==> config.mk <==
export PLATFORM = sky130hd
export DESIGN_NAME = weighted_pool_draw_unit_flat
export DESIGN_NICKNAME = d
export VERILOG_FILES = /design/src/hw/rtl/wpd_pkg.sv /design/src/hw/rtl/wpd_if.sv /design/src/hw/rtl/wpd_sequencer.sv /design/src/hw/rtl/wpd_datapath.sv /design/src/hw/rtl/weighted_pool_draw_unit.sv /design/src/flat_wrapper.sv
export SDC_FILE = /design/constraint.sdc
export NUM_CORES = 1
export LEC_CHECK = 0
export BUFFER_PORTS_ARGS = -buffer_cell sky130_fd_sc_hd__buf_2
export CAP_MARGIN = 40
export CORE_UTILIZATION = 64
export DETAILED_ROUTE_END_ITERATION = 7
export PLACE_DENSITY = 0.81
export SYNTH_ARGS = -nofsm -noshare
export SYNTH_HDL_FRONTEND = slang
export SYNTH_SLANG_ARGS = --single-unit
==> constraint.sdc <==
create_clock -name clk -period 7.9 [get_ports clk]
set_input_delay 1.58 -clock clk [delete_from_list [all_inputs] [get_ports clk]]
set_output_delay 1.58 -clock clk [all_outputs]
set_load 0.03 [all_outputs]
==> src/hw/rtl/wpd_pkg.sv <==
// Shared constants, codes and control types of the weighted pool draw unit.
package wpd_pkg;

    localparam int MAX_ENTRIES_DEF   = 16;
    localparam int WEIGHT_BITS_DEF   = 16;
    localparam int FRACTION_BITS_DEF = 16;

    localparam int KIND_W        = 2;
    localparam int SLOT_W        = 4;
    localparam int WVAL_W        = 16;
    localparam int FRAC_W        = 16;
    localparam int INDEX_W       = 4;
    localparam int CFG_INDEX_W   = 3;
    localparam int CFG_DATA_W    = 8;
    localparam int ENTRY_COUNT_W = 5;
    localparam int ROLL_COUNT_W  = 8;
    localparam int REMAIN_W      = 20;
    localparam int RESULT_LIMIT  = 16;
    localparam int SCAN_W        = 5;
    localparam int STEP_W        = 4;

    localparam logic [KIND_W-1:0] KIND_LOAD  = 2'd0;
    localparam logic [KIND_W-1:0] KIND_START = 2'd1;
    localparam logic [KIND_W-1:0] KIND_ROLL  = 2'd2;

    localparam logic [CFG_INDEX_W-1:0] REG_ENTRY_COUNT     = 3'd0;
    localparam logic [CFG_INDEX_W-1:0] REG_ROLL_COUNT      = 3'd1;
    localparam logic [CFG_INDEX_W-1:0] REG_ROLL_EACH_ENTRY = 3'd2;
    localparam logic [CFG_INDEX_W-1:0] REG_IGNORE_WEIGHTS  = 3'd3;
    localparam logic [CFG_INDEX_W-1:0] REG_ALLOW_DUPS      = 3'd4;

    typedef struct packed {
        logic [ENTRY_COUNT_W-1:0] entry_count;
        logic [ROLL_COUNT_W-1:0]  roll_count;
        logic                     roll_each_entry;
        logic                     ignore_weights;
        logic                     allow_duplicates;
    } cfg_t;

    typedef enum logic [3:0] {
        UOP_NONE,
        UOP_ACCEPT,
        UOP_WRITE,
        UOP_START_SETUP,
        UOP_SUM_SCAN,
        UOP_SET_REMAIN,
        UOP_EMIT_ENUM,
        UOP_ROLL_SETUP,
        UOP_ROLL_SCAN,
        UOP_EMIT_NONE,
        UOP_EMIT_SEL
    } uop_t;

    typedef enum logic [3:0] {
        COND_ALWAYS,
        COND_NEVER,
        COND_IN_VALID,
        COND_KIND_LOAD,
        COND_KIND_START,
        COND_KIND_NOT_ROLL,
        COND_SCAN_DONE,
        COND_SCAN_STOP,
        COND_NOT_EACH,
        COND_N_ZERO,
        COND_ENUM_LAST_GO,
        COND_ROLL_REFUSE,
        COND_FOUND,
        COND_OUT_FREE
    } cond_t;

    typedef struct packed {
        uop_t              op;
        cond_t             cond;
        logic              hold;
        logic [STEP_W-1:0] target;
    } ctrl_word_t;

    typedef struct packed {
        logic in_valid;
        logic out_free;
        logic kind_load;
        logic kind_start;
        logic kind_roll;
        logic scan_done;
        logic scan_stop;
        logic each_mode;
        logic n_zero;
        logic enum_last_go;
        logic roll_refuse;
        logic found;
    } status_t;

endpackage

==> src/hw/rtl/wpd_if.sv <==
// Item and result channel interfaces of the weighted pool draw unit.
interface wpd_item_if;
    logic                       valid;
    logic                       ready;
    logic [wpd_pkg::KIND_W-1:0] kind;
    logic [wpd_pkg::SLOT_W-1:0] entry_slot;
    logic [wpd_pkg::WVAL_W-1:0] weight_value;
    logic [wpd_pkg::FRAC_W-1:0] random_fraction;

    modport source (output valid, output kind, output entry_slot, output weight_value,
                    output random_fraction, input ready);
    modport sink (input valid, input kind, input entry_slot, input weight_value,
                  input random_fraction, output ready);
endinterface

interface wpd_result_if;
    logic                        valid;
    logic                        ready;
    logic [wpd_pkg::INDEX_W-1:0] entry_index;
    logic                        found;
    logic                        last;

    modport source (output valid, output entry_index, output found, output last,
                    input ready);
    modport sink (input valid, input entry_index, input found, input last,
                  output ready);
endinterface

==> src/hw/rtl/wpd_sequencer.sv <==
// Microcode store, step counter and branch logic of the draw unit.
module wpd_sequencer (
    input  logic                clk,
    input  logic                rst_n,
    input  wpd_pkg::status_t    status,
    output wpd_pkg::ctrl_word_t ctrl
);
    import wpd_pkg::*;

    localparam logic [STEP_W-1:0] ST_IDLE      = 4'd0;
    localparam logic [STEP_W-1:0] ST_D_LOAD    = 4'd1;
    localparam logic [STEP_W-1:0] ST_D_START   = 4'd2;
    localparam logic [STEP_W-1:0] ST_D_ROLL    = 4'd3;
    localparam logic [STEP_W-1:0] ST_R_CHECK   = 4'd4;
    localparam logic [STEP_W-1:0] ST_R_SETUP   = 4'd5;
    localparam logic [STEP_W-1:0] ST_R_SCAN    = 4'd6;
    localparam logic [STEP_W-1:0] ST_R_FOUND   = 4'd7;
    localparam logic [STEP_W-1:0] ST_EMIT_NONE = 4'd8;
    localparam logic [STEP_W-1:0] ST_EMIT_SEL  = 4'd9;
    localparam logic [STEP_W-1:0] ST_LOAD      = 4'd10;
    localparam logic [STEP_W-1:0] ST_S_SETUP   = 4'd11;
    localparam logic [STEP_W-1:0] ST_S_SUM     = 4'd12;
    localparam logic [STEP_W-1:0] ST_S_REMAIN  = 4'd13;
    localparam logic [STEP_W-1:0] ST_S_EMPTY   = 4'd14;
    localparam logic [STEP_W-1:0] ST_S_ENUM    = 4'd15;

    function automatic ctrl_word_t ucode(input logic [STEP_W-1:0] step);
        ctrl_word_t w;
        w = '{op: UOP_NONE, cond: COND_ALWAYS, hold: 1'b0, target: ST_IDLE};
        case (step)
            ST_IDLE:      w = '{op: UOP_ACCEPT,      cond: COND_IN_VALID,
                                hold: 1'b1, target: ST_D_LOAD};
            ST_D_LOAD:    w = '{op: UOP_NONE,        cond: COND_KIND_LOAD,
                                hold: 1'b0, target: ST_LOAD};
            ST_D_START:   w = '{op: UOP_NONE,        cond: COND_KIND_START,
                                hold: 1'b0, target: ST_S_SETUP};
            ST_D_ROLL:    w = '{op: UOP_NONE,        cond: COND_KIND_NOT_ROLL,
                                hold: 1'b0, target: ST_IDLE};
            ST_R_CHECK:   w = '{op: UOP_NONE,        cond: COND_ROLL_REFUSE,
                                hold: 1'b0, target: ST_EMIT_NONE};
            ST_R_SETUP:   w = '{op: UOP_ROLL_SETUP,  cond: COND_NEVER,
                                hold: 1'b0, target: ST_IDLE};
            ST_R_SCAN:    w = '{op: UOP_ROLL_SCAN,   cond: COND_SCAN_STOP,
                                hold: 1'b1, target: ST_R_FOUND};
            ST_R_FOUND:   w = '{op: UOP_NONE,        cond: COND_FOUND,
                                hold: 1'b0, target: ST_EMIT_SEL};
            ST_EMIT_NONE: w = '{op: UOP_EMIT_NONE,   cond: COND_OUT_FREE,
                                hold: 1'b1, target: ST_IDLE};
            ST_EMIT_SEL:  w = '{op: UOP_EMIT_SEL,    cond: COND_OUT_FREE,
                                hold: 1'b1, target: ST_IDLE};
            ST_LOAD:      w = '{op: UOP_WRITE,       cond: COND_ALWAYS,
                                hold: 1'b0, target: ST_IDLE};
            ST_S_SETUP:   w = '{op: UOP_START_SETUP, cond: COND_NEVER,
                                hold: 1'b0, target: ST_IDLE};
            ST_S_SUM:     w = '{op: UOP_SUM_SCAN,    cond: COND_SCAN_DONE,
                                hold: 1'b1, target: ST_S_REMAIN};
            ST_S_REMAIN:  w = '{op: UOP_SET_REMAIN,  cond: COND_NOT_EACH,
                                hold: 1'b0, target: ST_IDLE};
            ST_S_EMPTY:   w = '{op: UOP_NONE,        cond: COND_N_ZERO,
                                hold: 1'b0, target: ST_EMIT_NONE};
            ST_S_ENUM:    w = '{op: UOP_EMIT_ENUM,   cond: COND_ENUM_LAST_GO,
                                hold: 1'b1, target: ST_IDLE};
            default:      w = '{op: UOP_NONE,        cond: COND_ALWAYS,
                                hold: 1'b0, target: ST_IDLE};
        endcase
        return w;
    endfunction

    logic [STEP_W-1:0] pc_reg;
    logic [STEP_W-1:0] pc_next;
    ctrl_word_t        word;
    logic              go;

    assign word = ucode(pc_reg);
    assign ctrl = word;

    always_comb
    begin
        case (word.cond)
            COND_ALWAYS:        go = 1'b1;
            COND_NEVER:         go = 1'b0;
            COND_IN_VALID:      go = status.in_valid;
            COND_KIND_LOAD:     go = status.kind_load;
            COND_KIND_START:    go = status.kind_start;
            COND_KIND_NOT_ROLL: go = !status.kind_roll;
            COND_SCAN_DONE:     go = status.scan_done;
            COND_SCAN_STOP:     go = status.scan_stop;
            COND_NOT_EACH:      go = !status.each_mode;
            COND_N_ZERO:        go = status.n_zero;
            COND_ENUM_LAST_GO:  go = status.enum_last_go;
            COND_ROLL_REFUSE:   go = status.roll_refuse;
            COND_FOUND:         go = status.found;
            COND_OUT_FREE:      go = status.out_free;
            default:            go = 1'b0;
        endcase

        if (go)
        begin
            pc_next = word.target;
        end
        else if (word.hold)
        begin
            pc_next = pc_reg;
        end
        else
        begin
            pc_next = pc_reg + STEP_W'(1);
        end
    end

    always_ff @(posedge clk or negedge rst_n)
    begin
        if (!rst_n)
        begin
            pc_reg <= ST_IDLE;
        end
        else
        begin
            pc_reg <= pc_next;
        end
    end

endmodule

==> src/hw/rtl/wpd_datapath.sv <==
// Weight memory, draw state, roll multiplier, scan accumulator and result register.
module wpd_datapath #(
    parameter int MAX_ENTRIES   = wpd_pkg::MAX_ENTRIES_DEF,
    parameter int WEIGHT_BITS   = wpd_pkg::WEIGHT_BITS_DEF,
    parameter int FRACTION_BITS = wpd_pkg::FRACTION_BITS_DEF
) (
    input  logic                clk,
    input  logic                rst_n,
    wpd_item_if.sink            item_ch,
    wpd_result_if.source        result_ch,
    input  wpd_pkg::cfg_t       cfg,
    input  wpd_pkg::ctrl_word_t ctrl,
    output wpd_pkg::status_t    status
);
    import wpd_pkg::*;

    localparam int ADDR_W     = (MAX_ENTRIES > 2) ? $clog2(MAX_ENTRIES) : 1;
    localparam int LIVE_LIMIT = (MAX_ENTRIES < RESULT_LIMIT) ? MAX_ENTRIES : RESULT_LIMIT;
    localparam int ACC_W      = REMAIN_W + 1;
    localparam int SUM_W      = ((ACC_W > WEIGHT_BITS) ? ACC_W : WEIGHT_BITS) + 1;
    localparam int PROD_W     = FRAC_W + REMAIN_W;
    localparam int USED_W     = $clog2(RESULT_LIMIT);

    localparam logic [ACC_W-1:0]    ACC_MAX    = '1;
    localparam logic [REMAIN_W-1:0] REMAIN_MAX = '1;

    // accepted word
    logic [KIND_W-1:0] kind_reg;
    logic [SLOT_W-1:0] slot_reg;
    logic [WVAL_W-1:0] wval_reg;
    logic [FRAC_W-1:0] frac_reg;

    logic [WEIGHT_BITS-1:0] weight_mem [MAX_ENTRIES];
    logic [WEIGHT_BITS-1:0] ram_q_reg;

    logic [RESULT_LIMIT-1:0] used_reg,   used_next;
    logic [REMAIN_W-1:0]     remain_reg, remain_next;
    logic [ROLL_COUNT_W-1:0] rolls_reg,  rolls_next;
    logic [SCAN_W-1:0]       idx_reg,    idx_next;
    logic [ACC_W-1:0]        acc_reg,    acc_next;
    logic                    found_reg,  found_next;
    logic [PROD_W-1:0]       prod_reg;
    logic [INDEX_W-1:0]      sel_idx_reg;

    logic               ov_reg, ov_next;
    logic [INDEX_W-1:0] oidx_reg, oidx_next;
    logic               ofound_reg, ofound_next;
    logic               olast_reg, olast_next;
    logic               out_load;

    logic [SCAN_W-1:0]      live_n;
    logic [WEIGHT_BITS-1:0] w_cur;
    logic [WEIGHT_BITS-1:0] add_term;
    logic [SUM_W-1:0]       sum_wide;
    logic [ACC_W-1:0]       acc_sat;
    logic [REMAIN_W-1:0]    roll_val;
    logic [REMAIN_W-1:0]    rem_less;
    logic                   scan_done;
    logic                   skip;
    logic                   hit;
    logic                   out_free;
    logic                   enum_last;
    logic                   accept;

    assign accept = item_ch.valid && item_ch.ready;

    assign live_n    = (cfg.entry_count > SCAN_W'(LIVE_LIMIT)) ? SCAN_W'(LIVE_LIMIT)
                                                               : cfg.entry_count;
    assign w_cur     = cfg.ignore_weights ? WEIGHT_BITS'(1) : ram_q_reg;
    assign scan_done = (idx_reg == live_n);
    assign skip      = !cfg.allow_duplicates && used_reg[idx_reg[USED_W-1:0]];
    assign add_term  = skip ? '0 : w_cur;
    assign sum_wide  = SUM_W'(acc_reg) + SUM_W'(add_term);
    assign acc_sat   = (sum_wide > SUM_W'(ACC_MAX)) ? ACC_MAX : ACC_W'(sum_wide);
    assign roll_val  = REMAIN_W'(prod_reg >> FRACTION_BITS);
    assign hit       = !scan_done && !skip && (ACC_W'(roll_val) < acc_sat);
    assign rem_less  = (SUM_W'(remain_reg) > SUM_W'(w_cur))
                     ? REMAIN_W'(SUM_W'(remain_reg) - SUM_W'(w_cur)) : '0;
    assign out_free  = !ov_reg || result_ch.ready;
    assign enum_last = ((idx_reg + SCAN_W'(1)) == live_n);

    assign item_ch.ready = (ctrl.op == UOP_ACCEPT);

    assign result_ch.valid       = ov_reg;
    assign result_ch.entry_index = oidx_reg;
    assign result_ch.found       = ofound_reg;
    assign result_ch.last        = olast_reg;

    always_comb
    begin
        status.in_valid     = item_ch.valid;
        status.out_free     = out_free;
        status.kind_load    = (kind_reg == KIND_LOAD);
        status.kind_start   = (kind_reg == KIND_START);
        status.kind_roll    = (kind_reg == KIND_ROLL);
        status.scan_done    = scan_done;
        status.scan_stop    = scan_done || hit;
        status.each_mode    = cfg.roll_each_entry;
        status.n_zero       = (live_n == '0);
        status.enum_last_go = out_free && enum_last;
        status.roll_refuse  = cfg.roll_each_entry || (rolls_reg >= cfg.roll_count);
        status.found        = found_reg;
    end

    always_comb
    begin
        used_next   = used_reg;
        remain_next = remain_reg;
        rolls_next  = rolls_reg;
        idx_next    = idx_reg;
        acc_next    = acc_reg;
        found_next  = found_reg;
        out_load    = 1'b0;
        oidx_next   = oidx_reg;
        ofound_next = ofound_reg;
        olast_next  = olast_reg;

        case (ctrl.op)
            UOP_START_SETUP:
            begin
                used_next  = '0;
                rolls_next = '0;
                acc_next   = '0;
                idx_next   = '0;
            end
            UOP_SUM_SCAN:
            begin
                if (!scan_done)
                begin
                    acc_next = acc_sat;
                    idx_next = idx_reg + SCAN_W'(1);
                end
            end
            UOP_SET_REMAIN:
            begin
                remain_next = (acc_reg > ACC_W'(REMAIN_MAX)) ? REMAIN_MAX
                                                             : REMAIN_W'(acc_reg);
                idx_next    = '0;
            end
            UOP_EMIT_ENUM:
            begin
                if (out_free)
                begin
                    out_load    = 1'b1;
                    oidx_next   = idx_reg[INDEX_W-1:0];
                    ofound_next = 1'b1;
                    olast_next  = enum_last;
                    idx_next    = idx_reg + SCAN_W'(1);
                end
            end
            UOP_ROLL_SETUP:
            begin
                rolls_next = rolls_reg + ROLL_COUNT_W'(1);
                acc_next   = '0;
                idx_next   = '0;
                found_next = 1'b0;
            end
            UOP_ROLL_SCAN:
            begin
                if (hit)
                begin
                    found_next = 1'b1;
                    if (!cfg.allow_duplicates)
                    begin
                        used_next[idx_reg[USED_W-1:0]] = 1'b1;
                        remain_next = rem_less;
                    end
                end
                else if (!scan_done)
                begin
                    acc_next = acc_sat;
                    idx_next = idx_reg + SCAN_W'(1);
                end
            end
            UOP_EMIT_NONE:
            begin
                if (out_free)
                begin
                    out_load    = 1'b1;
                    oidx_next   = '0;
                    ofound_next = 1'b0;
                    olast_next  = 1'b1;
                end
            end
            UOP_EMIT_SEL:
            begin
                if (out_free)
                begin
                    out_load    = 1'b1;
                    oidx_next   = sel_idx_reg;
                    ofound_next = 1'b1;
                    olast_next  = 1'b1;
                end
            end
            default:
            begin
            end
        endcase

        if (out_load)
        begin
            ov_next = 1'b1;
        end
        else if (result_ch.ready)
        begin
            ov_next = 1'b0;
        end
        else
        begin
            ov_next = ov_reg;
        end
    end

    always_ff @(posedge clk or negedge rst_n)
    begin
        if (!rst_n)
        begin
            used_reg   <= '0;
            remain_reg <= '0;
            rolls_reg  <= '0;
            idx_reg    <= '0;
            acc_reg    <= '0;
            found_reg  <= 1'b0;
            ov_reg     <= 1'b0;
        end
        else
        begin
            used_reg   <= used_next;
            remain_reg <= remain_next;
            rolls_reg  <= rolls_next;
            idx_reg    <= idx_next;
            acc_reg    <= acc_next;
            found_reg  <= found_next;
            ov_reg     <= ov_next;
        end
    end

    always_ff @(posedge clk)
    begin
        if (accept)
        begin
            kind_reg <= item_ch.kind;
            slot_reg <= item_ch.entry_slot;
            wval_reg <= item_ch.weight_value;
            frac_reg <= item_ch.random_fraction;
        end
        if (ctrl.op == UOP_ROLL_SETUP)
        begin
            prod_reg <= PROD_W'(frac_reg) * PROD_W'(remain_reg);
        end
        if (ctrl.op == UOP_ROLL_SCAN && hit)
        begin
            sel_idx_reg <= idx_reg[INDEX_W-1:0];
        end
        if (out_load)
        begin
            oidx_reg   <= oidx_next;
            ofound_reg <= ofound_next;
            olast_reg  <= olast_next;
        end
    end

    // weight memory: one write port, one registered read port following the scan index
    always_ff @(posedge clk)
    begin
        if (ctrl.op == UOP_WRITE && (32'(slot_reg) < MAX_ENTRIES))
        begin
            weight_mem[ADDR_W'(slot_reg)] <= WEIGHT_BITS'(wval_reg);
        end
        ram_q_reg <= weight_mem[ADDR_W'(idx_next)];
    end

endmodule

==> src/hw/rtl/weighted_pool_draw_unit.sv <==
// Top level of the weighted pool draw unit: configuration registers and unit assembly.
//
// Roulette-wheel draw over a table of up to MAX_ENTRIES weights, without replacement unless
// duplicates are allowed. One word is handled at a time by a sixteen-step microcode
// sequencer; the weight memory is read one entry per cycle, so the live entry count n sets
// the time of a start or a roll, which can also wait on the result channel; a roll includes
// the 16 x 20 roll multiply. The next word is accepted while the last result still waits
// in the output register. Configuration may be written only while no word is in
// progress.
module weighted_pool_draw_unit #(
    parameter int MAX_ENTRIES   = wpd_pkg::MAX_ENTRIES_DEF,
    parameter int WEIGHT_BITS   = wpd_pkg::WEIGHT_BITS_DEF,
    parameter int FRACTION_BITS = wpd_pkg::FRACTION_BITS_DEF
) (
    input  logic                             clk,
    input  logic                             rst_n,
    wpd_item_if.sink                         item_ch,
    wpd_result_if.source                     result_ch,
    input  logic                             cfg_write_en,
    input  logic [wpd_pkg::CFG_INDEX_W-1:0]  cfg_index,
    input  logic [wpd_pkg::CFG_DATA_W-1:0]   cfg_data
);
    import wpd_pkg::*;

    cfg_t       cfg_reg;
    cfg_t       cfg_next;
    ctrl_word_t ctrl;
    status_t    status;

    always_comb
    begin
        cfg_next = cfg_reg;
        if (cfg_write_en)
        begin
            case (cfg_index)
                REG_ENTRY_COUNT:     cfg_next.entry_count      = cfg_data[ENTRY_COUNT_W-1:0];
                REG_ROLL_COUNT:      cfg_next.roll_count       = cfg_data[ROLL_COUNT_W-1:0];
                REG_ROLL_EACH_ENTRY: cfg_next.roll_each_entry  = cfg_data[0];
                REG_IGNORE_WEIGHTS:  cfg_next.ignore_weights   = cfg_data[0];
                REG_ALLOW_DUPS:      cfg_next.allow_duplicates = cfg_data[0];
                default:             cfg_next = cfg_reg;
            endcase
        end
    end

    always_ff @(posedge clk or negedge rst_n)
    begin
        if (!rst_n)
        begin
            cfg_reg.entry_count      <= '0;
            cfg_reg.roll_count       <= ROLL_COUNT_W'(1);
            cfg_reg.roll_each_entry  <= 1'b0;
            cfg_reg.ignore_weights   <= 1'b0;
            cfg_reg.allow_duplicates <= 1'b0;
        end
        else
        begin
            cfg_reg <= cfg_next;
        end
    end

    wpd_sequencer u_sequencer (
        .clk    (clk),
        .rst_n  (rst_n),
        .status (status),
        .ctrl   (ctrl)
    );

    wpd_datapath #(
        .MAX_ENTRIES   (MAX_ENTRIES),
        .WEIGHT_BITS   (WEIGHT_BITS),
        .FRACTION_BITS (FRACTION_BITS)
    ) u_datapath (
        .clk       (clk),
        .rst_n     (rst_n),
        .item_ch   (item_ch),
        .result_ch (result_ch),
        .cfg       (cfg_reg),
        .ctrl      (ctrl),
        .status    (status)
    );

endmodule

==> src/flat_wrapper.sv <==
// flat-port wrapper written by rule: the top's interface ports become plain ports
module weighted_pool_draw_unit_flat import wpd_pkg::*;
#(
    parameter int MAX_ENTRIES   = wpd_pkg::MAX_ENTRIES_DEF,
    parameter int WEIGHT_BITS   = wpd_pkg::WEIGHT_BITS_DEF,
    parameter int FRACTION_BITS = wpd_pkg::FRACTION_BITS_DEF
)
  (clk, rst_n, cfg_write_en, cfg_index, cfg_data, item_ch_valid, item_ch_kind, item_ch_entry_slot, item_ch_weight_value, item_ch_random_fraction, item_ch_ready, result_ch_valid, result_ch_entry_index, result_ch_found, result_ch_last, result_ch_ready);
  wpd_item_if item_ch_i ();
  wpd_result_if result_ch_i ();
  input  logic clk;
  input  logic rst_n;
  input  logic cfg_write_en;
  input  logic [wpd_pkg::CFG_INDEX_W-1:0] cfg_index;
  input  logic [wpd_pkg::CFG_DATA_W-1:0] cfg_data;
  input wire logic [$bits(item_ch_i.valid)-1:0] item_ch_valid;
  input wire logic [$bits(item_ch_i.kind)-1:0] item_ch_kind;
  input wire logic [$bits(item_ch_i.entry_slot)-1:0] item_ch_entry_slot;
  input wire logic [$bits(item_ch_i.weight_value)-1:0] item_ch_weight_value;
  input wire logic [$bits(item_ch_i.random_fraction)-1:0] item_ch_random_fraction;
  output wire logic [$bits(item_ch_i.ready)-1:0] item_ch_ready;
  output wire logic [$bits(result_ch_i.valid)-1:0] result_ch_valid;
  output wire logic [$bits(result_ch_i.entry_index)-1:0] result_ch_entry_index;
  output wire logic [$bits(result_ch_i.found)-1:0] result_ch_found;
  output wire logic [$bits(result_ch_i.last)-1:0] result_ch_last;
  input wire logic [$bits(result_ch_i.ready)-1:0] result_ch_ready;
  assign item_ch_i.valid = item_ch_valid;
  assign item_ch_i.kind = item_ch_kind;
  assign item_ch_i.entry_slot = item_ch_entry_slot;
  assign item_ch_i.weight_value = item_ch_weight_value;
  assign item_ch_i.random_fraction = item_ch_random_fraction;
  assign item_ch_ready = item_ch_i.ready;
  assign result_ch_valid = result_ch_i.valid;
  assign result_ch_entry_index = result_ch_i.entry_index;
  assign result_ch_found = result_ch_i.found;
  assign result_ch_last = result_ch_i.last;
  assign result_ch_i.ready = result_ch_ready;
  weighted_pool_draw_unit #(.MAX_ENTRIES(MAX_ENTRIES), .WEIGHT_BITS(WEIGHT_BITS), .FRACTION_BITS(FRACTION_BITS)) u_core (.clk(clk), .rst_n(rst_n), .item_ch(item_ch_i), .result_ch(result_ch_i), .cfg_write_en(cfg_write_en), .cfg_index(cfg_index), .cfg_data(cfg_data));
endmodule
[Yosys cells after proc, flatten, opt, wreduce, memory -nomap -nowiden]
Memory sizes are Yosys's and may differ from the RTL's. A register that Yosys moved wholly into a read port is not among the register bits.
Index checks and enable logic that the tools add are counted.
Word-level totals
  bits in registers: 176
  latch bits: 0
  memory bits (writable): 256
  bits in read-only memories: 208
  output and inout port bits: 8
  memories kept: 2
Operators by class
  add/subtract/negate cells: 5
  multipliers: 1
  div/mod/pow operators: 0
  $lt $le $gt $ge: 8
  eq/ne operators: 39
  shift operators: 0
  muxes and demuxes: 44
  bitwise logic cells: 1
  reduce and logical (&&, ||, !) cells: 48
Memories
  u_core.u_datapath.weight_mem: depth 16, bits a word 16, read ports 1, clocked after memory_dff 1, wr ports 1, RTL line wpd_datapath.sv:33  | logic [WEIGHT_BITS-1:0] weight_mem [MAX_ENTRIES];
  (name not given): depth 16, bits a word 13, read ports 1, clocked after memory_dff 0, wr ports 0, RTL line wpd_sequencer.sv:30  | case (step)
Operators by type and width (number)
  20-bit 2-to-1 mux: 4
  16-bit 2-to-1 mux: 4
  21-bit 2-to-1 mux: 3
  21-bit one-hot mux with 3 select lines: 1
  20-bit one-hot mux with 2 select lines: 1
  4-bit equality test (second input constant): 9
  16-bit by 20-bit multiplier with 36-bit output: 1
  4-bit by 3-bit equality test with 1-bit output (second input constant): 8
  16-bit one-hot mux with 2 select lines: 1
  21-bit by 16-bit adder with 22-bit output: 1
  22-bit by 21-bit > comparator with 1-bit output (second input constant): 1
  21-bit by 20-bit > comparator with 1-bit output (second input constant): 1
  20-bit by 21-bit less-than comparator with 1-bit output: 1
  20-bit by 16-bit > comparator with 1-bit output: 1
  4-bit 2-to-1 mux: 5
  5-bit 2-to-1 mux: 4
  5-bit one-hot mux with 4 select lines: 1
  20-bit by 16-bit subtractor with 20-bit output: 1
  4-bit by 2-bit equality test with 1-bit output (second input constant): 4
  16-bit OR: 1
  8-bit one-hot mux with 2 select lines: 1
  2-bit inequality test (second input constant): 7
  2-bit AND reduction: 7
  2-bit nonzero test: 7
  other kinds (35): 71

[Logic depth before layout (Yosys ltp)]
Gate-level depths: netlist (run 1).
  depth in word-level cells: 12
  gate-level depth with buffers: 35
  mapped depth without buffers: 31

[Cells and area by module]
A second synthesis (run 1) with hierarchy kept.
Unflattened totals
  cell total of the unflattened synthesis: 2793
  area, all modules: 30366.6 µm²
By module, submodules not included
  wpd_datapath: times used 1, cells each 2650, area each 28842.7 µm²
  wpd_sequencer: times used 1, cells each 105, area each 867.1 µm²
  weighted_pool_draw_unit: times used 1, cells each 38, area each 656.9 µm²

[Worst setup path before layout (run 1)]
OpenSTA, ideal clock, no wires.
  kind: register -> register
  start point: reg u_core.u_datapath.idx_reg[0]
  end point: reg u_core.u_sequencer.pc_reg[1]
  library setup time: 0.126 ns
  arrival: 7.006 ns
  required time: 7.774 ns
  slack: 0.768 ns
  stages on the path, launching flop included: 29
  buffers on the path: 3
  cell sequence: dfrtp_1 -> clkbuf_1 -> mux4_2 -> nor2b_1 -> a211oi_1 -> a211oi_1 -> clkbuf_1 -> buf_1 -> nor2_1 -> ha_1 -> inv_1 -> fa_1 -> nand2b_1 -> a211o_1 -> a2111oi_4 -> o31ai_1 -> nand2_1 -> nand4_1 -> a21oi_1 -> ha_1 -> a211o_1 -> a2111oi_0 -> a221oi_4 -> nor2_1 -> o21ai_1 -> nor3b_1 -> nor3_1 -> mux2_2 -> a221o_1
Between the ends
  word-level cells in the longest chain between the ends: 12
  elaborated cells between the ends (all ways): 20
RTL lines
  start: declaration: RTL line wpd_datapath.sv:39  | logic [SCAN_W-1:0] idx_reg, idx_next;
  start signal: assignment: RTL line wpd_datapath.sv:231  | idx_reg <= idx_next;
  1-bit binary-select mux with 4-bit select: RTL line wpd_datapath.sv:71  | assign skip = !cfg.allow_duplicates && used_reg[idx_reg[USED_W-1:0]];
  1-bit 2-to-1 mux (implied by the code): RTL line wpd_datapath.sv:71
  1-bit logical AND: RTL line wpd_datapath.sv:71
  16-bit 2-to-1 mux: RTL line wpd_datapath.sv:72  | assign add_term = skip ? '0 : w_cur;
  21-bit by 16-bit adder with 22-bit output: RTL line wpd_datapath.sv:73  | assign sum_wide = SUM_W'(acc_reg) + SUM_W'(add_term);
  22-bit by 21-bit > comparator with 1-bit output: RTL line wpd_datapath.sv:74  | assign acc_sat = (sum_wide > SUM_W'(ACC_MAX)) ? ACC_MAX : ACC_W'(sum_wide);
  21-bit 2-to-1 mux: RTL line wpd_datapath.sv:74
  20-bit by 21-bit less-than comparator with 1-bit output: RTL line wpd_datapath.sv:76  | assign hit = !scan_done && !skip && (ACC_W'(roll_val) < acc_sat);
  1-bit logical AND: RTL line wpd_datapath.sv:76
  1-bit logical OR: RTL line wpd_datapath.sv:97  | status.scan_stop = scan_done || hit;
  1-bit one-hot mux with 13 select lines *: RTL line wpd_sequencer.sv:79  | case (word.cond)
  2-bit inequality test (no source line) or 4-bit 2-to-1 mux (tied branches)
  end signal: assignment: RTL line wpd_sequencer.sv:119  | pc_reg <= pc_next;
  end: declaration: RTL line wpd_sequencer.sv:69  | logic [STEP_W-1:0] pc_reg;
Every way passes the cells marked *; elsewhere a longest branch is shown, timed or not. The select of a mux whose other input is x is not followed.
A chain may end at the register's enable or synchronous reset.

[Worst setup path after layout (run 1)]
  start point: reg u_core.u_datapath.frac_reg[7]
  end point: reg u_core.u_datapath.prod_reg[35], data pin
Between the ends
  word-level cells in the longest chain between the ends: 1
RTL lines
  start: declaration: RTL line wpd_datapath.sv:31  | logic [FRAC_W-1:0] frac_reg;
  start signal: assignment: RTL line wpd_datapath.sv:245  | frac_reg <= item_ch.random_fraction;
  16-bit by 20-bit multiplier with 36-bit output: RTL line wpd_datapath.sv:249  | prod_reg <= PROD_W'(frac_reg) * PROD_W'(remain_reg);
  end signal: assignment: RTL line wpd_datapath.sv:249
  end: declaration: RTL line wpd_datapath.sv:42  | logic [PROD_W-1:0] prod_reg;
Every way passes these cells.

==> results.yml, run 1 <==
outcome:
  status: "finished clean"
grt:
  overflow: 0
  grt_max_degree: 64
  grt_pass1_wl_um: 118200
  antenna_found_initial: 0
  track_usage: 0.3217
  grt_pass1_vias: 22060
worst_setup_path:
  cp_top_family: "adder cells"
  crit-reg2reg-launch: "u_core.u_datapath.frac_reg[7]"
  crit_fanout: 20
  critPathSlowestCell: "edfxtp_1"
  rr_worst_depth: 25
  crit_top_cell: "fa_1"
  path_buf_inv: 6
  worst_ep_required_time_ps: 8210
  criticalPathCategory: "flip-flop to flip-flop"
  end_kind: "flip-flop"
  crit_path_start: "u_core.u_datapath.frac_reg[7]"
  r2r-end: "u_core.u_datapath.prod_reg[35]"
  rrSetupSlack_ps: 400
  cp_slowest_stage_delay_ps: 860
  arrival_ps: 7820
  start_kind: "flip-flop"
synthesis:
  ys_async_sr_fraction: 0.2130
  yosysUniqueCellTypes: 82
  synth_nets: 3256
  synth.avg_cell_area_um2: 10.67
  ys_seq_area_frac: 0.4169
  yosys_warnings: 0
  synth_top_flop_cell: "edfxtp_1"
  netlist.area_leader.share: 0.3284
  synth_most_common_cell: "nand2_1"
  syn_area_mm2: 0.02963
  synth_common_cells: "nand2_1, edfxtp_1, inv_1, fa_1, ha_1"
  syn_inst: 2777
  yosysTopAreaCell: "edfxtp_1"
  synth_top_cells_by_area: "edfxtp_1, fa_1, dfrtp_1"
  synth_seq_cells: 432
  synth_edf_count: 324
route:
  wire_per_inst_um: 21.55
  drc_errors: 0
  first_pass_iters: 6
  postRouteAntennaNets: 0
  routed_wl_um: 74630
  viasPerCell: 6.223
  vias: 21550
  drt_iter0_drc: 2320
timing:
  rsz0062_at_grt: "false"
  finalSetupTns_ps: 0
  drv_slew: 0
  worstMarginPinSlew_ps: 882.1
  finalHoldViolCount: 0
  fin_skew_ps: 33.08
  fin_ws_ps: 396.2
  fin_crit_ps: 7504
  post-route-period-util: 0.9499
  slew_headroom: 0.4119
  fmax_mhz: 133.3
  setup_viol: 0
final_layout:
  area_delta_synth_final_pct: 9.814
  fillers: 3164
  final_nets: 3304
  drive_above_1_share: 0.09466
  largest_reg_flops: 256
  n_antenna_cell: 0
floorplanning:
  start_util: 0.6515
  core_area_mm2: 0.04548
  ios: 62
  dieArea_mm2: 0.04716
  die_x_um: 217.2
  die_h_um: 217.2
  num_rows: 78
placement:
  io_buffers: 61
  dp_hpwl_um: 52220
  routabilityCongestion: 0.9831
  preCtsSetupSlack_ps: 256.5
cts:
  htreeDepth: 2
  cts-root-buf: "clkbuf_16"
  cts_tree: "built"
  worstSkewPairLatency_ps: 590
  clk_pin_slew_ps: 60
  clockBufferDepth: 3
  cts_made_buffers: 46
  cts_hold_buf: 0
  clock-sinks: 432
worst_hold_path:
  hold_path_depth: 2
  min_to: "u_core.u_datapath.used_reg[10]"
  hold_start: "u_core.u_datapath.used_reg[10]"
  hold_class: "flip-flop to flip-flop"
job:
  cap_violations: 0
-- timing repair --
action | CTS | global route
buffers inserted | 0 | 9
gates resized for setup | 0 | 3
endpoints found under the setup margin | 0 | 19
-- placed cells by master, fill, tap and decap left out, types with 26 or more instances in the layout --
cell type  count
nor2_1       116
ha_1         174
buf_2         61
a221o_1       32
xnor2_1       36
mux2i_1       35
clkbuf_16     48
nand2b_1      33
dfrtp_1       90
fa_1         251
o21ai_0       76
and2_1       124
a21o_1        28
nand3_1       61
o211ai_1      46
nand4_1       26
nand2_1      496
a21oi_1      104
edfxtp_1     324
inv_1        285
o31ai_1       30
buf_4         70
-- metrics by stage --
| step | cell area (µm²) | util | hold WS (ps) | cells |
|---|---|---|---|---|
| 2_1_floorplan | 29630 | - | 423.1 | 2777 |
| 3_3_place_gp | 30700 | 0.6751 | 475.2 | 3362 |
| 3_5_place_dp | 30770 | 0.6767 | 477.8 | 3367 |
| 4_1_cts | 32440 | 0.7132 | 492.6 | 3453 |
| 5_1_grt | 32540 | 0.7154 | 525.7 | 3463 |
| 6_report | 32540 | 0.7154 | 490.4 | 3463 |
-- how the worst max path moves through the flow --
| stage | slack [ps] | end | cells after the start |
|---|---|---|---|
| after floorplan | 770 | u_core.u_sequencer.pc_reg[1] | 28 |
| after global placement | 370 | u_core.u_datapath.prod_reg[35] | 26 |
| after detailed placement | 260 | u_core.u_datapath.prod_reg[35] | 26 |
| after CTS | 180 | u_core.u_datapath.prod_reg[35] | 26 |
| after global routing | 40 | u_core.u_datapath.ram_q_reg[1] | 30 |
| final | 400 | u_core.u_datapath.prod_reg[35] | 25 |
-- layer usage --
| metal | GRT usage | vias to the layer above | wire, µm |
|---|---|---|---|
| met2 | 0.5463 | 1084 | 37170 |
| met3 | 0.04291 | 192 | 5924 |
| met5 | 0 | - | 0 |
| met1 | 0.4232 | 10730 | 28820 |
| li1 | - | 9540 | - |
| met4 | 0.1209 | 0 | 2704 |
-- final cells by class --
class	count	area, µm²	area share
inverter	288	1081	0.03322
multi-input combinational	1913	15630	0.4803
tap	600	750.7	0.02307
sequential	432	12350	0.3797
clock buffer	63	1336	0.04107
clock inverter	23	325.3	0.009998
timing repair buffer	144	1064	0.03269
-- logic make-up (layout without fill, tap and decap cells) --
logic type	Yosys count	after routing	share of synthesized area
fa+ha+maj	426	426	0.2434
xor+xnor	54	54	0.01596
compound gates	428	428	0.09911
buf+inv	432	518	0.05789
simple gates	955	955	0.1473
flops	432	432	0.4169
mux	50	50	0.01943
-- worst min-delay path, stage by stage (launching register included) --
cell and delay (ps):
dfrtp_1 340, a21oi_1 40, nor2_1 70
Power of run 1 is left out: the tool's default activity adds up to more than one toggle a clock period on the data nets, which glitch-free logic cannot reach.
==> run 2, diff against run 1 <==
- CELL_PAD_IN_SITES_DETAIL_PLACEMENT: default -> 1
- CELL_PAD_IN_SITES_GLOBAL_PLACEMENT: default -> 2
- CORE_UTILIZATION: 64 -> 43
- PLACE_DENSITY: 0.81 -> default
- PLACE_DENSITY_LB_ADDON: default -> 0.1
==> results.yml, run 2 (synthesis gave the netlist of run 1 again) <==
cts:
  postCtsSetupRepairBufs: 0
  worstSkewPairLatency_ps: 620
  cts_tree: "built"
  htreeDepth: 2
  clockBufferDepth: 3
  clock-sinks: 432
  clk_pin_slew_ps: 60
  cts_made_buffers: 51
  cts-root-buf: "clkbuf_16"
final_layout:
  final_nets: 3308
  layout_common_cells: "nand2_1, edfxtp_1, inv_1"
  final_common_cell: "nand2_1"
  area_delta_synth_final_pct: 11.65
  stdcell_area_mm2: 0.03308
  drive_above_1_share: 0.09784
  regArea_mm2: 0.01235
  multi_input_area_mm2: 0.01566
  fillers: 7274
  final_cells: 3746
  largest_reg_flops: 256
timing:
  slew_headroom: 0.3789
  rsz0062_at_grt: "false"
  fmax_mhz: 135.7
  finalHoldViolCount: 0
  setup_viol: 0
  hold_ws_ps: 490.3
  fin_crit_ps: 7369
  fin_skew_ps: 35.39
  drv_slew: 0
  finalSetupTns_ps: 0
  post-route-period-util: 0.9327
  worstMarginPinSlew_ps: 931.6
route:
  vias: 20660
  postRouteAntennaNets: 0
  routed_wl_um: 82650
  wire_per_inst_um: 22.06
  viasPerCell: 5.514
  drt_iter0_drc: 962
  drc_errors: 0
  first_pass_iters: 5
floorplanning:
  num_rows: 95
  core_area_mm2: 0.06763
  die_x_um: 264.5
  start_util: 0.4381
  ios: 62
  die_h_um: 264.5
  dieArea_mm2: 0.06996
grt:
  grtUsageMet1: 0.3295
  grt_use_met2: 0.4201
  grt_pass1_wl_um: 132100
  grt-busiest-layer: "met2"
  gr-usage-met3: 0.02397
  antenna_found_initial: 4
  track_usage: 0.2432
  overflow: 0
  grt_max_degree: 59
  grt_pass1_vias: 22720
worst_setup_path:
  critPathSlowestCell: "edfxtp_1"
  cp_top_family: "adder cells"
  worst_ep_required_time_ps: 8230
  criticalPathCategory: "flip-flop to flip-flop"
  cp_slowest_stage_delay_ps: 900
  path_buf_inv: 6
  crit_fanout: 20
  start_kind: "flip-flop"
  crit_top_cell: "fa_1"
  arrival_ps: 7700
  end_kind: "flip-flop"
placement:
  dp_hpwl_um: 60420
  dpl.cell_count: 3649
  io_buffers: 61
  routabilityCongestion: 0.8420
  place_area_mm2: 0.03133
worst_hold_path:
  hold_class: "flip-flop to flip-flop"
outcome:
  status: "finished clean"
job:
  cap_violations: 0
[run 2: timing repair]
action,in CTS,in global routing
hold buffers,0,0
gates resized for setup,0,1
setup endpoints to repair,0,4
[run 2: path summary, 6_finish.rpt]
path,endpoint,from,cells past startpoint,slack (ps)
max in group asynchronous,u_core.u_datapath.remain_reg[6],rst_n,2,5700
setup reg to reg,u_core.u_datapath.prod_reg[35],u_core.u_datapath.frac_reg[7],25,530
min in group asynchronous,u_core.u_sequencer.pc_reg[3],rst_n,1,930
hold reg to reg,u_core.u_datapath.found_reg,u_core.u_datapath.found_reg,1,490
hold / removal,u_core.u_datapath.found_reg,u_core.u_datapath.found_reg,1,490
setup / recovery,u_core.u_datapath.prod_reg[35],u_core.u_datapath.frac_reg[7],25,530
[run 2: layer usage]
metal	up-vias	wire length, µm
li1	9540	-
met1	10680	37320
met2	312	40980
met3	124	2390
met4	4	1924
met5	-	29
[run 2: through the flow]
| step | setup slack [ps] | utilization |
|---|---|---|
| 5_1_grt | 11.49 | 0.4891 |
| 6_report | 531.4 | 0.4892 |
| 4_1_cts | 276.9 | 0.4890 |
| 3_5_place_dp | 354.0 | 0.4632 |
| 3_3_place_gp | 442.3 | 0.4614 |
| 2_1_floorplan | 767.7 | - |
[run 2: layout make-up]
cell class / count / area share
inverter: 288 / 0.03268
clock buffer: 66 / 0.04209
sequential: 432 / 0.3734
antenna: 1 / 0.00007564
tap: 873 / 0.03302
multi-input combinational: 1913 / 0.4734
timing repair buffer: 143 / 0.03461
clock inverter: 30 / 0.01074
[run 2: worst reg2reg max path: cells and delay by family, from the launching register on]
| kind | cells | cell delay (ps) |
|---|---|---|
| buffers and inverters | 6 | 450 |
| AND/OR/NAND/NOR | 4 | 800 |
| flip-flops | 1 | 900 |
| XOR/XNOR | 1 | 130 |
| AO/OA/AOI/OAI | 7 | 1470 |
| adder cells (fa/ha/maj) | 7 | 3330 |
Power of run 2 is left out for the same reason.
